## config.mk

```make
export PLATFORM = sky130hd
export DESIGN_NAME = key_matrix_scan_change_detect
export DESIGN_NICKNAME = d
export VERILOG_FILES = /design/src/rtl/core/kmsc_pkg.sv /design/src/rtl/core/key_matrix_scan_change_detect.sv /design/src/rtl/core/kmsc_datapath.sv /design/src/rtl/core/kmsc_ctrl.sv
export SDC_FILE = /design/constraint.sdc
export NUM_CORES = 1
export LEC_CHECK = 0
export ABC_AREA = 1
export BUFFER_PORTS_ARGS = -buffer_cell sky130_fd_sc_hd__buf_2
export CORE_UTILIZATION = 65
export DETAILED_ROUTE_END_ITERATION = 8
export GPL_ROUTABILITY_DRIVEN = 1
export GPL_TIMING_DRIVEN = 1
export PLACE_DENSITY = 0.8
export SLEW_MARGIN = 20
export SYNTH_ARGS = -nofsm -noshare
export SYNTH_HDL_FRONTEND = slang
export SYNTH_SLANG_ARGS = --single-unit
```

## constraint.sdc

```tcl
create_clock -name clk_i -period 3.2 [get_ports clk_i]
set_input_delay 0.8 -clock clk_i [delete_from_list [all_inputs] [get_ports clk_i]]
set_output_delay 0.8 -clock clk_i [all_outputs]
set_load 0.005 [all_outputs]
```

## src/rtl/core/kmsc_pkg.sv

```systemverilog
// Shared types and constants of the key matrix scanner.
package kmsc_pkg;

  localparam int unsigned ROW_FIELD_W = 8;
  localparam int unsigned KEY_COL_W   = 4;
  localparam int unsigned KEY_ROW_W   = 3;

  typedef struct packed {
    logic load;
    logic pop;
  } kmsc_cmd_t;

  typedef struct packed {
    logic has_change;
    logic last;
  } kmsc_sts_t;

endpackage

```

## src/rtl/core/key_matrix_scan_change_detect.sv

```systemverilog
// Top level of the key matrix scanner with change detection.
//
// Input channel (in_valid_i/in_ready_o, row_bits_i): one beat per scanned
// column, holding the row bits sampled while that column is driven.
// Columns advance 0..COLS-1 and wrap; only rows below ROWS are used.
// Output channel (out_valid_o/out_ready_i): one beat per changed key, in
// ascending row order, carrying column, row, new state and a last flag
// on the final beat of the sample.
// The first change beat is visible the cycle after the sample is
// taken. A sample with k changes (k up to 8) keeps the block busy until
// its k beats are taken; a sample with no change leaves it ready.
// The change beats come one per cycle from the pending-change mask unless the receiver stalls.
// The next sample is taken only after the last beat of the previous one.
// Reset clears the column counter and the stored row bits (all released).
// A receiver stall holds the current beat and all later beats in place.
module key_matrix_scan_change_detect #(
  parameter int unsigned COLS = 16,
  parameter int unsigned ROWS = 8
) (
  input  logic                             clk_i,
  input  logic                             rst_ni,
  input  logic                             in_valid_i,
  output logic                             in_ready_o,
  input  logic [kmsc_pkg::ROW_FIELD_W-1:0] row_bits_i,
  output logic                             out_valid_o,
  input  logic                             out_ready_i,
  output logic [kmsc_pkg::KEY_COL_W-1:0]   key_column_o,
  output logic [kmsc_pkg::KEY_ROW_W-1:0]   key_row_o,
  output logic                             pressed_o,
  output logic                             last_event_o
);
  import kmsc_pkg::*;

  kmsc_cmd_t cmd;
  kmsc_sts_t sts;

  kmsc_ctrl u_ctrl (
    .clk_i       (clk_i),
    .rst_ni      (rst_ni),
    .in_valid_i  (in_valid_i),
    .in_ready_o  (in_ready_o),
    .out_valid_o (out_valid_o),
    .out_ready_i (out_ready_i),
    .sts_i       (sts),
    .cmd_o       (cmd)
  );

  kmsc_datapath #(
    .COLS (COLS),
    .ROWS (ROWS)
  ) u_datapath (
    .clk_i        (clk_i),
    .rst_ni       (rst_ni),
    .cmd_i        (cmd),
    .sts_o        (sts),
    .row_bits_i   (row_bits_i),
    .key_column_o (key_column_o),
    .key_row_o    (key_row_o),
    .pressed_o    (pressed_o),
    .last_event_o (last_event_o)
  );

endmodule

```

## src/rtl/core/kmsc_datapath.sv

```systemverilog
// Datapath: column counter, previous-row store and pending change mask.
module kmsc_datapath #(
  parameter int unsigned COLS = 16,
  parameter int unsigned ROWS = 8
) (
  input  logic                                clk_i,
  input  logic                                rst_ni,
  input  kmsc_pkg::kmsc_cmd_t                 cmd_i,
  output kmsc_pkg::kmsc_sts_t                 sts_o,
  input  logic [kmsc_pkg::ROW_FIELD_W-1:0]    row_bits_i,
  output logic [kmsc_pkg::KEY_COL_W-1:0]      key_column_o,
  output logic [kmsc_pkg::KEY_ROW_W-1:0]      key_row_o,
  output logic                                pressed_o,
  output logic                                last_event_o
);
  import kmsc_pkg::*;

  localparam int unsigned COL_W = (COLS > 1) ? $clog2(COLS) : 1;
  localparam logic [ROW_FIELD_W-1:0] ROW_MASK =
    (ROWS >= ROW_FIELD_W) ? {ROW_FIELD_W{1'b1}} : ROW_FIELD_W'((1 << ROWS) - 1);

  logic [COL_W-1:0]       col_q, col_d;
  logic [COL_W-1:0]       ev_col_q;
  logic [ROW_FIELD_W-1:0] prev_q [COLS];
  logic [ROW_FIELD_W-1:0] now_q;
  logic [ROW_FIELD_W-1:0] pend_q, pend_d;
  logic [ROW_FIELD_W-1:0] now_bits;
  logic [ROW_FIELD_W-1:0] changes;
  logic [KEY_ROW_W-1:0]   row_sel;

  assign now_bits = row_bits_i & ROW_MASK;
  assign changes  = now_bits ^ prev_q[col_q];
  assign col_d    = (col_q == COL_W'(COLS - 1)) ? '0 : col_q + COL_W'(1);

  always_comb begin
    row_sel = '0;
    for (int i = ROW_FIELD_W - 1; i >= 0; i--) begin
      if (pend_q[i]) begin
        row_sel = KEY_ROW_W'(i);
      end
    end
  end

  always_comb begin
    pend_d = pend_q;
    if (cmd_i.load) begin
      pend_d = changes;
    end else if (cmd_i.pop) begin
      pend_d = pend_q & (pend_q - ROW_FIELD_W'(1));
    end
  end

  always_ff @(posedge clk_i or negedge rst_ni) begin
    if (!rst_ni) begin
      col_q  <= '0;
      pend_q <= '0;
      for (int c = 0; c < COLS; c++) begin
        prev_q[c] <= '0;
      end
    end else begin
      pend_q <= pend_d;
      if (cmd_i.load) begin
        prev_q[col_q] <= now_bits;
        col_q         <= col_d;
      end
    end
  end

  always_ff @(posedge clk_i) begin
    if (cmd_i.load) begin
      now_q    <= now_bits;
      ev_col_q <= col_q;
    end
  end

  assign sts_o.has_change = |changes;
  assign sts_o.last       = ((pend_q & (pend_q - ROW_FIELD_W'(1))) == '0);

  assign key_column_o = KEY_COL_W'(ev_col_q);
  assign key_row_o    = row_sel;
  assign pressed_o    = now_q[row_sel];
  assign last_event_o = sts_o.last;

  a_pop_pending : assert property (@(posedge clk_i) disable iff (!rst_ni)
    cmd_i.pop |-> pend_q != '0)
    else $error("pop with no pending change");

  a_load_idle : assert property (@(posedge clk_i) disable iff (!rst_ni)
    cmd_i.load |-> pend_q == '0)
    else $error("load while changes still pending");

  a_last_drains : assert property (@(posedge clk_i) disable iff (!rst_ni)
    cmd_i.pop && sts_o.last |=> pend_q == '0)
    else $error("pending mask not empty after last beat");

endmodule

```

## src/rtl/core/kmsc_ctrl.sv

```systemverilog
// Controller: accepts a sample, then hands out one change beat per cycle while the receiver is ready.
module kmsc_ctrl (
  input  logic                clk_i,
  input  logic                rst_ni,
  input  logic                in_valid_i,
  output logic                in_ready_o,
  output logic                out_valid_o,
  input  logic                out_ready_i,
  input  kmsc_pkg::kmsc_sts_t sts_i,
  output kmsc_pkg::kmsc_cmd_t cmd_o
);
  import kmsc_pkg::*;

  typedef enum logic {
    ST_IDLE,
    ST_EMIT
  } state_e;

  state_e state_q, state_d;

  always_comb begin
    state_d = state_q;
    case (state_q)
      ST_IDLE: begin
        if (in_valid_i && sts_i.has_change) begin
          state_d = ST_EMIT;
        end
      end
      ST_EMIT: begin
        if (out_ready_i && sts_i.last) begin
          state_d = ST_IDLE;
        end
      end
      default: state_d = ST_IDLE;
    endcase
  end

  always_ff @(posedge clk_i or negedge rst_ni) begin
    if (!rst_ni) begin
      state_q <= ST_IDLE;
    end else begin
      state_q <= state_d;
    end
  end

  assign in_ready_o  = (state_q == ST_IDLE);
  assign out_valid_o = (state_q == ST_EMIT);
  assign cmd_o.load  = in_valid_i && in_ready_o;
  assign cmd_o.pop   = out_valid_o && out_ready_i;

  a_no_overlap : assert property (@(posedge clk_i) disable iff (!rst_ni)
    out_valid_o |-> !in_ready_o)
    else $error("input taken while beats pending");

  a_hold_emit : assert property (@(posedge clk_i) disable iff (!rst_ni)
    out_valid_o && !out_ready_i |=> out_valid_o)
    else $error("output beat dropped under stall");

  a_quiet_sample : assert property (@(posedge clk_i) disable iff (!rst_ni)
    cmd_o.load && !sts_i.has_change |=> in_ready_o)
    else $error("sample without change left block busy");

endmodule

```

==> flow_metrics.py, run 1 <==
metrics = {
    "status": {
        "status": "complete, no violations",
    },
    "clock_network": {
        "numCtsBuffers": 17,
        "postCtsSetupBuffers": 0,
        "hold_buffers": 0,
        "clk_latency_ps": 430,
        "path_clk_slew_ps": 60,
        "cts_tree": "done",
        "cts-root-buf": "clkbuf_16",
        "htree_levels": 4,
        "cts_max_path_buffers": 2,
        "cts_sinks": 153,
        "cts.repair.resized": 0,
    },
    "die": {
        "initial_core_util": 0.669,
        "core_mm2": 0.0115,
        "die_w_um": 111,
        "chipHeight_um": 111,
        "rows": 39,
        "design.die.area_mm2": 0.0122,
        "io_pins": 23,
    },
    "yosys": {
        "synth_seq_area_share": 0.507,
        "synth_fa_ha_area_frac": 0.00652,
        "synth_edf_count": 12,
        "synth_xor_area_frac": 0.00342,
        "synthMuxAreaShare": 0,
        "synth_nets": 1041,
        "synthArstFlopShare": 0.922,
        "ys_types": 25,
        "synth_top_family_by_area": "simple AND/OR/NAND/NOR gates",
        "synth_ff_type": "dfrtp_1",
        "ys_ff_latch": 153,
        "syn_inst": 1025,
        "synth_compound_area_frac": 0.110,
        "avgSynthCellArea_um2": 7.49,
        "syn_area_mm2": 0.00768,
        "yosysWarnings": 0,
        "synth-simple-area-share": 0.266,
    },
    "power_and_ir_drop": {
        "power.density_mw_per_mm2": 1040,
        "intPower_mw": 5.33,
        "power_frac_comb": 0.399,
        "power.switching_mw": 3.52,
        "p_leak_nw": 4.22,
        "clockPowerShare": 0.243,
        "seq_power_share": 0.358,
        "irDropWorstVdd_mv": 0.608,
        "sw_frac_of_total": 0.398,
        "power_mw": 8.85,
    },
    "detailed_routing": {
        "vias": 6507,
        "ant_nets": 0,
        "first_pass_iters": 5,
        "drc": 0,
        "wire_per_inst_um": 15.8,
        "routed_wl_mm": 18.8,
        "drtIter0Drc": 695,
        "via_per_inst": 5.47,
    },
    "setup_path": {
        "start_kind": "flop",
        "worst-endpoint-arrival_ps": 2130,
        "end_kind": "primary output",
        "critPathKind": "reg -> out",
        "required_ps": 2400,
        "worst_r2r_path_depth": 5,
        "crit_path_max_fanout": 5,
    },
    "placement": {
        "place_congestion": 0.872,
        "portBuffers": 22,
        "place_hpwl_mm": 12.0,
        "place_inst": 1158,
    },
    "grt": {
        "antenna_found_initial": 0,
        "overflow": 0,
        "grt_max_degree": 60,
        "grt_pass1_wl_mm": 30.9,
        "grt_pass1_vias": 6261,
        "grt_use_total": 0.325,
    },
    "worst_hold_path": {
        "min_path_type": "in -> async",
    },
    "run": {
        "cap_violations": 0,
    },
    "timing": {
        "worstMarginPinSlew_ps": 862,
        "slew_viol_final": 0,
        "final.min_clock_period_ps": 2930,
        "finalHoldViolCount": 0,
        "setup_viol_count_final": 0,
        "fmax_mhz": 341,
        "final.period_utilization": 0.917,
        "tns_ps": 0,
        "skew_ps": 5.84,
        "grt_setup_unrepaired": "false",
        "slew_headroom": 0.423,
    },
    "cells_and_area": {
        "fin_cells": 1190,
        "nets": 1050,
        "final_core_util": 0.739,
        "area_growth_pct": 10.4,
        "drive_gt1_frac": 0.0821,
        "insertedDiodeCount": 0,
    },
}
==> kinds of logic after synthesis <==
group / count (synthesis)
simple gates: 504
fa+ha+maj: 4
buf+inv: 196
compound gates: 165
xor+xnor: 3
flops: 153
==> final cells by class <==
cell class                      count  area, µm²
Clock buffer                       21        472
Clock inverter                     11        168
Multi-Input combinational cell    676       2960
Fill cell                         880       2990
Timing Repair Buffer               38        249
Sequential cell                   153       3890
Inverter                          148        556
Tap cell                          143        179
==> per-layer routing <==
metal,track usage,vias up,share of wire
li1,-,3187,-
met1,0.440,3015,0.44
met2,0.508,261,0.46
met3,0.0640,44,0.073
met4,0.154,0,0.031
met5,0,-,0
==> worst max-delay path, cell delays in order, from the launching register on <==
cell	delay, ps
dfrtp_1	410
nor2_1	210
o21ai_0	120
a21oi_1	240
inv_1	120
a21oi_1	110
o21ai_0	100
nand2_1	70
inv_1	30
o21ai_0	150
buf_2	140
==> registers in the layout (all words and copies together) (netlist names) <==
register and cells:
u_datapath.key_column_o 4, u_datapath.pend_q 8, u_datapath.col_q 4, u_datapath.now_q 8, u_ctrl.out_valid_o 1, u_datapath.prev_q 128
==> path summary, 6_finish.rpt <==
path                                       startpoint  slack, ps                endpoint
worst max register to register    u_datapath.col_q[0]        780    u_datapath.prev_q[0]
min in group clk_i              u_datapath.prev_q[98]        480   u_datapath.prev_q[98]
worst min-delay path                           rst_ni        340  u_datapath.prev_q[126]
worst max-delay path             u_datapath.pend_q[4]        270               pressed_o
worst min register to register  u_datapath.prev_q[98]        480   u_datapath.prev_q[98]
max in group asynchronous                      rst_ni       2150   u_datapath.prev_q[52]
==> synthesized netlist by cell type, types with 2 or more instances <==
| master | number | area [µm²] |
|---|---|---|
| nor3_1 | 8 | 40.0 |
| nand3_1 | 62 | 310 |
| clkbuf_1 | 18 | 67.6 |
| inv_1 | 143 | 537 |
| buf_2 | 19 | 95.1 |
| buf_4 | 2 | 15.0 |
| o211ai_1 | 2 | 15.0 |
| nand2_1 | 373 | 1400 |
| o21ai_1 | 10 | 50.1 |
| o22ai_1 | 2 | 12.5 |
| ha_1 | 4 | 50.1 |
| nor2_2 | 6 | 37.5 |
| inv_2 | 5 | 18.8 |
| a21oi_1 | 8 | 40.0 |
| dfrtp_1 | 141 | 3530 |
| buf_6 | 8 | 90.1 |
| nor2_1 | 48 | 180 |
| a22o_1 | 2 | 17.5 |
| o21ai_0 | 140 | 701 |
| xor2_1 | 3 | 26.3 |
| nor2_4 | 6 | 67.6 |
| edfxtp_1 | 12 | 360 |
==> power by group through the flow <==
stage	Combinational (mW)	Sequential (mW)	Clock (mW)
after floorplan	2.71	3.07	0
after detailed placement	3.45	3.19	0
after global placement	3.37	3.15	0
after CTS	3.50	3.16	2.16
final	3.53	3.17	2.15
after global routing	4.02	3.24	2.25
==> through the flow <==
step / setup WS, ps / hold WS, ps / area, µm²
floorplan: 1010 / 453 / 7680
global placement: 871 / 466 / 7830
detailed placement: 808 / 473 / 7830
CTS: 318 / 358 / 8470
global route: 117 / 389 / 8470
finish: 266 / 344 / 8470
==> cells in the final DEF (no fill, tap or decap), drive strengths merged <==
cell / synthesis / layout
clkinv: 0 / 2
a21oi: 8 / 8
bufinv: 0 / 4
clkinvlp: 0 / 5
clkbuf: 18 / 21
ha: 4 / 4
nor3: 8 / 8
o21ai: 150 / 150
a22o: 2 / 2
nand3: 62 / 62
xor2: 3 / 3
o211ai: 2 / 2
nor2: 60 / 60
buf: 30 / 38
inv: 148 / 148
nand2: 373 / 373
a31oi: 1 / 1
nand4: 1 / 1
edfxtp: 12 / 12
o22ai: 2 / 2
dfrtp: 141 / 141
No activity file was read; power rests on OpenSTA's default activity.
==> run 2: changes to the inputs <==
- CTS_BUF_LIST: unset -> sky130_fd_sc_hd__clkbuf_4 sky130_fd_sc_hd__clkbuf_8
==> flow_metrics.py, run 2 (synthesis gave the netlist of run 1 again) <==
metrics = {
    "detailed_routing": {
        "routed_wl_mm": 18.6,
        "ant_nets": 0,
        "drtIter0Drc": 630,
        "drc": 0,
        "via_per_inst": 5.43,
        "vias": 6467,
        "wire_per_inst_um": 15.6,
        "first_pass_iters": 5,
    },
    "clock_network": {
        "postCtsSetupBuffers": 0,
        "cts_tree": "done",
        "hold_buffers": 0,
        "path_clk_slew_ps": 90,
        "htree_levels": 4,
        "numCtsBuffers": 17,
        "cts_sinks": 153,
        "cts_max_path_buffers": 2,
        "clk_latency_ps": 460,
        "cts-root-buf": "clkbuf_8",
        "cts.repair.resized": 0,
    },
    "setup_path": {
        "end_kind": "primary output",
        "cp_slowest_cell": "dfrtp_1",
        "slowest_delay_ps": 420,
        "required_ps": 2400,
        "crit_path_frequent_cell": "o21ai_0",
        "r2r-start": "u_datapath.col_q[0]",
        "start_kind": "flop",
        "regToRegSetupSlack_ps": 780,
        "critPathKind": "reg -> out",
        "r2r_end": "u_datapath.prev_q[67]",
        "path_cells": "nor2_1 -> o21ai_0 -> a21oi_1 -> inv_1 -> a21oi_1 -> o21ai_0 -> nand2_1 -> inv_1 -> o21ai_0 -> buf_2",
        "worst-endpoint-arrival_ps": 2140,
        "crit_path_max_fanout": 5,
        "worst_r2r_path_depth": 5,
    },
    "placement": {
        "place_inst": 1158,
        "place_ws_ps": 808,
        "place_hpwl_mm": 12.0,
        "place_area_mm2": 0.00783,
        "place_congestion": 0.872,
        "portBuffers": 22,
    },
    "grt": {
        "grt_pass1_wl_mm": 30.5,
        "grt_pass1_vias": 6101,
        "grt_max_degree": 60,
        "overflow": 0,
        "grt_use_total": 0.322,
        "antenna_found_initial": 0,
    },
    "cells_and_area": {
        "final_area_mm2": 0.00829,
        "fin_cells": 1190,
        "layout_commonest_cell": "nand2_1",
        "nets": 1050,
        "largest_register_ffs": 128,
        "fillers": 927,
        "final_core_util": 0.723,
        "reg.largest.list": "u_datapath.prev_q x128, u_datapath.now_q x8, u_datapath.pend_q x8",
        "drive_gt1_frac": 0.0840,
        "area_growth_pct": 8.05,
        "insertedDiodeCount": 0,
        "multi_input_area_mm2": 0.00296,
        "regMostFlops": "u_datapath.prev_q",
        "mostFrequentLayoutCells": "373 x nand2_1, 143 x inv_1, 140 x o21ai_0, 140 x dfrtp_1, 62 x nand3_1",
        "regArea_mm2": 0.00389,
    },
    "power_and_ir_drop": {
        "p_leak_nw": 4.14,
        "intPower_mw": 4.91,
        "seq_power_share": 0.378,
        "power.switching_mw": 3.45,
        "power_frac_comb": 0.421,
        "sw_frac_of_total": 0.413,
        "clockPowerShare": 0.201,
        "irDropWorstVdd_mv": 0.655,
        "power.density_mw_per_mm2": 1010,
    },
    "worst_hold_path": {
        "min_path_type": "in -> async",
    },
    "timing": {
        "grt_setup_unrepaired": "false",
        "fmax_mhz": 340,
        "setup_viol_count_final": 0,
        "worstMarginPinSlew_ps": 875,
        "skew_ps": 10.8,
        "setup_ws_ps": 258,
        "final.min_clock_period_ps": 2940,
        "slew_headroom": 0.415,
        "slew_viol_final": 0,
        "final.period_utilization": 0.919,
        "tns_ps": 0,
        "finalHoldViolCount": 0,
    },
    "die": {
        "die_w_um": 111,
        "io_pins": 23,
        "design.die.area_mm2": 0.0122,
        "rows": 39,
        "initial_core_util": 0.669,
        "core_mm2": 0.0115,
        "chipHeight_um": 111,
    },
    "status": {
        "status": "complete, no violations",
    },
    "run": {
        "cap_violations": 0,
    },
}
-- run 2: cell count changes in the layout (fill, tap and decap cells not counted) --
| cell | change |
|---|---|
| clkbuf_16 | -18 |
| clkbuf_8 | +17 |
| clkbuf_1 | -2 |
| clkbuf_4 | +2 |
| bufinv_16 | +1 |
-- run 2: worst max path at each step --
| stage | start | endpoint | slack (ps) | depth (start not counted) |
|---|---|---|---|---|
| after floorplan | u_datapath.pend_q[4] | pressed_o | 1010 | 9 |
| after global placement | u_datapath.col_q[0] | u_ctrl.out_valid_o | 870 | 14 |
| after detailed placement | in_valid_i | u_datapath.prev_q[67] | 810 | 6 |
| after CTS | u_datapath.pend_q[4] | pressed_o | 290 | 10 |
| after global routing | u_datapath.pend_q[4] | pressed_o | 40 | 10 |
| final | u_datapath.pend_q[4] | pressed_o | 260 | 10 |
-- run 2: critical path, delay by kind of cell (launching register included) --
kind                   cells  cell delay [ps]
AO/OA/AOI/OAI              5              700
flip-flops                 1              420
buffers and inverters      3              280
AND/OR/NAND/NOR            2              270
-- run 2: area by class of cell --
| class | instances | share of cell area |
|---|---|---|
| multi-input cells | 676 | 0.357 |
| repair buffers | 38 | 0.0300 |
| well taps | 143 | 0.0216 |
| clock buffers | 20 | 0.0317 |
| clock inverters | 12 | 0.0238 |
| flip-flops and latches | 153 | 0.469 |
| inverters | 148 | 0.0670 |
-- run 2: per-layer routing --
layer,global-route usage,share of wire
met4,0.135,0.030
met1,0.438,0.43
met5,0,0
met3,0.0727,0.078
met2,0.503,0.46
-- run 2: through the flow --
step	power [mW]	hold WS, ps
after floorplan	5.78	453
after global placement	6.52	466
after detailed placement	6.63	473
after CTS	8.34	309
after global routing	9.02	332
final	8.37	293
-- run 2: power groups by stage --
stage / Clock (mW) / Sequential, mW / Combinational [mW]
after global placement: 0 / 3.15 / 3.37
after detailed placement: 0 / 3.19 / 3.45
after CTS: 1.69 / 3.15 / 3.49
after floorplan: 0 / 3.07 / 2.71
final: 1.69 / 3.16 / 3.52
after global routing: 1.77 / 3.23 / 4.01
==> run 3: changes to the inputs <==
- CORE_ASPECT_RATIO: unset -> 2
- TNS_END_PERCENT: unset -> 5
==> flow_metrics.py, run 3 (synthesis gave the netlist of run 1 again) <==
metrics = {
    "cells_and_area": {
        "reg.largest.list": "u_datapath.prev_q x128, u_datapath.now_q x8, u_datapath.pend_q x8",
        "fillers": 914,
        "mostFrequentLayoutCells": "373 x nand2_1, 143 x inv_1, 140 x o21ai_0, 140 x dfrtp_1, 62 x nand3_1",
        "insertedDiodeCount": 0,
        "layout_commonest_cell": "nand2_1",
        "fin_cells": 1184,
        "final_core_util": 0.726,
        "drive_gt1_frac": 0.0797,
        "regMostFlops": "u_datapath.prev_q",
        "nets": 1045,
        "area_growth_pct": 8.08,
        "largest_register_ffs": 128,
    },
    "setup_path": {
        "crit_path_frequent_cell": "nand2_1",
        "crit_path_max_fanout": 9,
        "crit_buf_inv": 2,
        "path_cells": "inv_1 -> a21oi_1 -> o21ai_0 -> nand2_1 -> nand2_1 -> nand2_1 -> a21oi_1 -> o21ai_0 -> nand2_1 -> nand2_1 -> o21ai_0 -> buf_2",
        "required_ps": 2400,
        "slowest_delay_ps": 420,
        "critPathKind": "reg -> out",
        "end_kind": "primary output",
        "cp_slowest_cell": "dfrtp_1",
        "cp_top_family": "compound AO/OA/AOI/OAI gates",
        "start_kind": "flop",
        "worst-endpoint-arrival_ps": 2110,
    },
    "timing": {
        "fmax_mhz": 343,
        "skew_ps": 7.10,
        "finalHoldViolCount": 0,
        "grt_setup_unrepaired": "false",
        "slew_headroom": 0.470,
        "final.min_clock_period_ps": 2910,
        "slew_viol_final": 0,
        "final.period_utilization": 0.910,
        "setup_viol_count_final": 0,
        "worstMarginPinSlew_ps": 792,
        "tns_ps": 0,
    },
    "clock_network": {
        "postCtsSetupBuffers": 0,
        "cts_sinks": 153,
        "cts_max_path_buffers": 2,
        "clk_latency_ps": 450,
        "hold_buffers": 0,
        "cts.repair.resized": 0,
        "htree_levels": 4,
        "path_clk_slew_ps": 80,
        "cts-root-buf": "clkbuf_8",
        "cts_tree": "done",
        "numCtsBuffers": 17,
    },
    "placement": {
        "place_congestion": 0.910,
        "portBuffers": 22,
        "place_hpwl_mm": 12.3,
        "place_inst": 1152,
    },
    "grt": {
        "grt_pass1_vias": 6361,
        "grt_use_total": 0.332,
        "antenna_found_initial": 0,
        "overflow": 0,
        "grt_max_degree": 68,
        "grt_pass1_wl_mm": 30.9,
    },
    "power_and_ir_drop": {
        "intPower_mw": 4.99,
        "irDropWorstVdd_mv": 0.704,
        "power.switching_mw": 3.48,
        "power_frac_comb": 0.421,
        "seq_power_share": 0.369,
        "p_leak_nw": 4.14,
        "power_mw": 8.47,
        "clockPowerShare": 0.210,
        "power.density_mw_per_mm2": 1020,
        "sw_frac_of_total": 0.411,
    },
    "die": {
        "die_w_um": 78.8,
        "initial_core_util": 0.672,
        "design.die.area_mm2": 0.0123,
        "core_mm2": 0.0114,
        "chipHeight_um": 156,
        "rows": 55,
        "io_pins": 23,
    },
    "detailed_routing": {
        "vias": 6577,
        "drc": 0,
        "via_per_inst": 5.55,
        "first_pass_iters": 6,
        "drtIter0Drc": 597,
        "ant_nets": 0,
        "wire_per_inst_um": 15.7,
        "routed_wl_mm": 18.6,
    },
    "worst_hold_path": {
        "min_path_type": "in -> async",
    },
    "status": {
        "status": "complete, no violations",
    },
    "run": {
        "cap_violations": 0,
    },
}
[run 3: cell types whose count changed in the layout (fill, tap and decap cells not counted)]
cell	delta
clkinv_2	-2
inv_6	+3
bufinv_16	+1
clkbuf_8	-1
clkinv_4	+3
buf_4	-6
clkinvlp_4	-4
buf_12	+1
[run 3: through the flow]
stage / hold slack, ps / cell area [µm²] / setup slack [ps]
6_report: 342 / 8300 / 287
5_1_grt: 382 / 8300 / 68.8
4_1_cts: 369 / 8300 / 255
3_5_place_dp: 473 / 7810 / 539
3_3_place_gp: 466 / 7810 / 660
2_1_floorplan: 453 / 7680 / 1010
[run 3: power by group through the flow]
stage                     registers, mW  clock network (mW)  logic, mW
after floorplan                    3.07                   0       2.71
after global placement             3.11                   0       3.43
after detailed placement           3.15                   0       3.50
after CTS                          3.11                1.80       3.55
after global routing               3.21                1.88       4.07
final                              3.12                1.78       3.57
[run 3: worst register-to-register path, cell delays in order (launching register included)]
cell,delay (ps)
dfrtp_1,410
inv_1,70
nand2_1,220
inv_1,390
buf_4,330
nand3_1,450
o21ai_0,350
[run 3: cell type report]
cell class	count	area (µm²)	area share
sequential	153	3890	0.469
multi-input combinational	676	2960	0.357
inverter	148	556	0.0670
timing repair buffer	33	224	0.0270
clock inverter	13	240	0.0290
clock buffer	19	249	0.0300
tap	142	178	0.0214
[run 3: final timing paths]
path | startpoint | end | slack (ps) | depth (start not counted)
min | rst_ni | u_datapath.prev_q[41] | 340 | 1
min in group clk_i | u_datapath.prev_q[111] | u_datapath.prev_q[111] | 490 | 2
max | u_datapath.pend_q[6] | pressed_o | 290 | 12
min reg2reg | u_datapath.prev_q[111] | u_datapath.prev_q[111] | 490 | 2
max reg2reg | u_ctrl.out_valid_o | u_datapath.prev_q[96] | 880 | 6
max in group asynchronous | rst_ni | u_datapath.prev_q[13] | 2120 | 2
[run 3: per-layer routing]
layer | GRT usage | wire length [µm]
met5 | 0 | 0
met4 | 0.179 | 874
met3 | 0.0655 | 1020
met2 | 0.555 | 9390
met1 | 0.398 | 7290
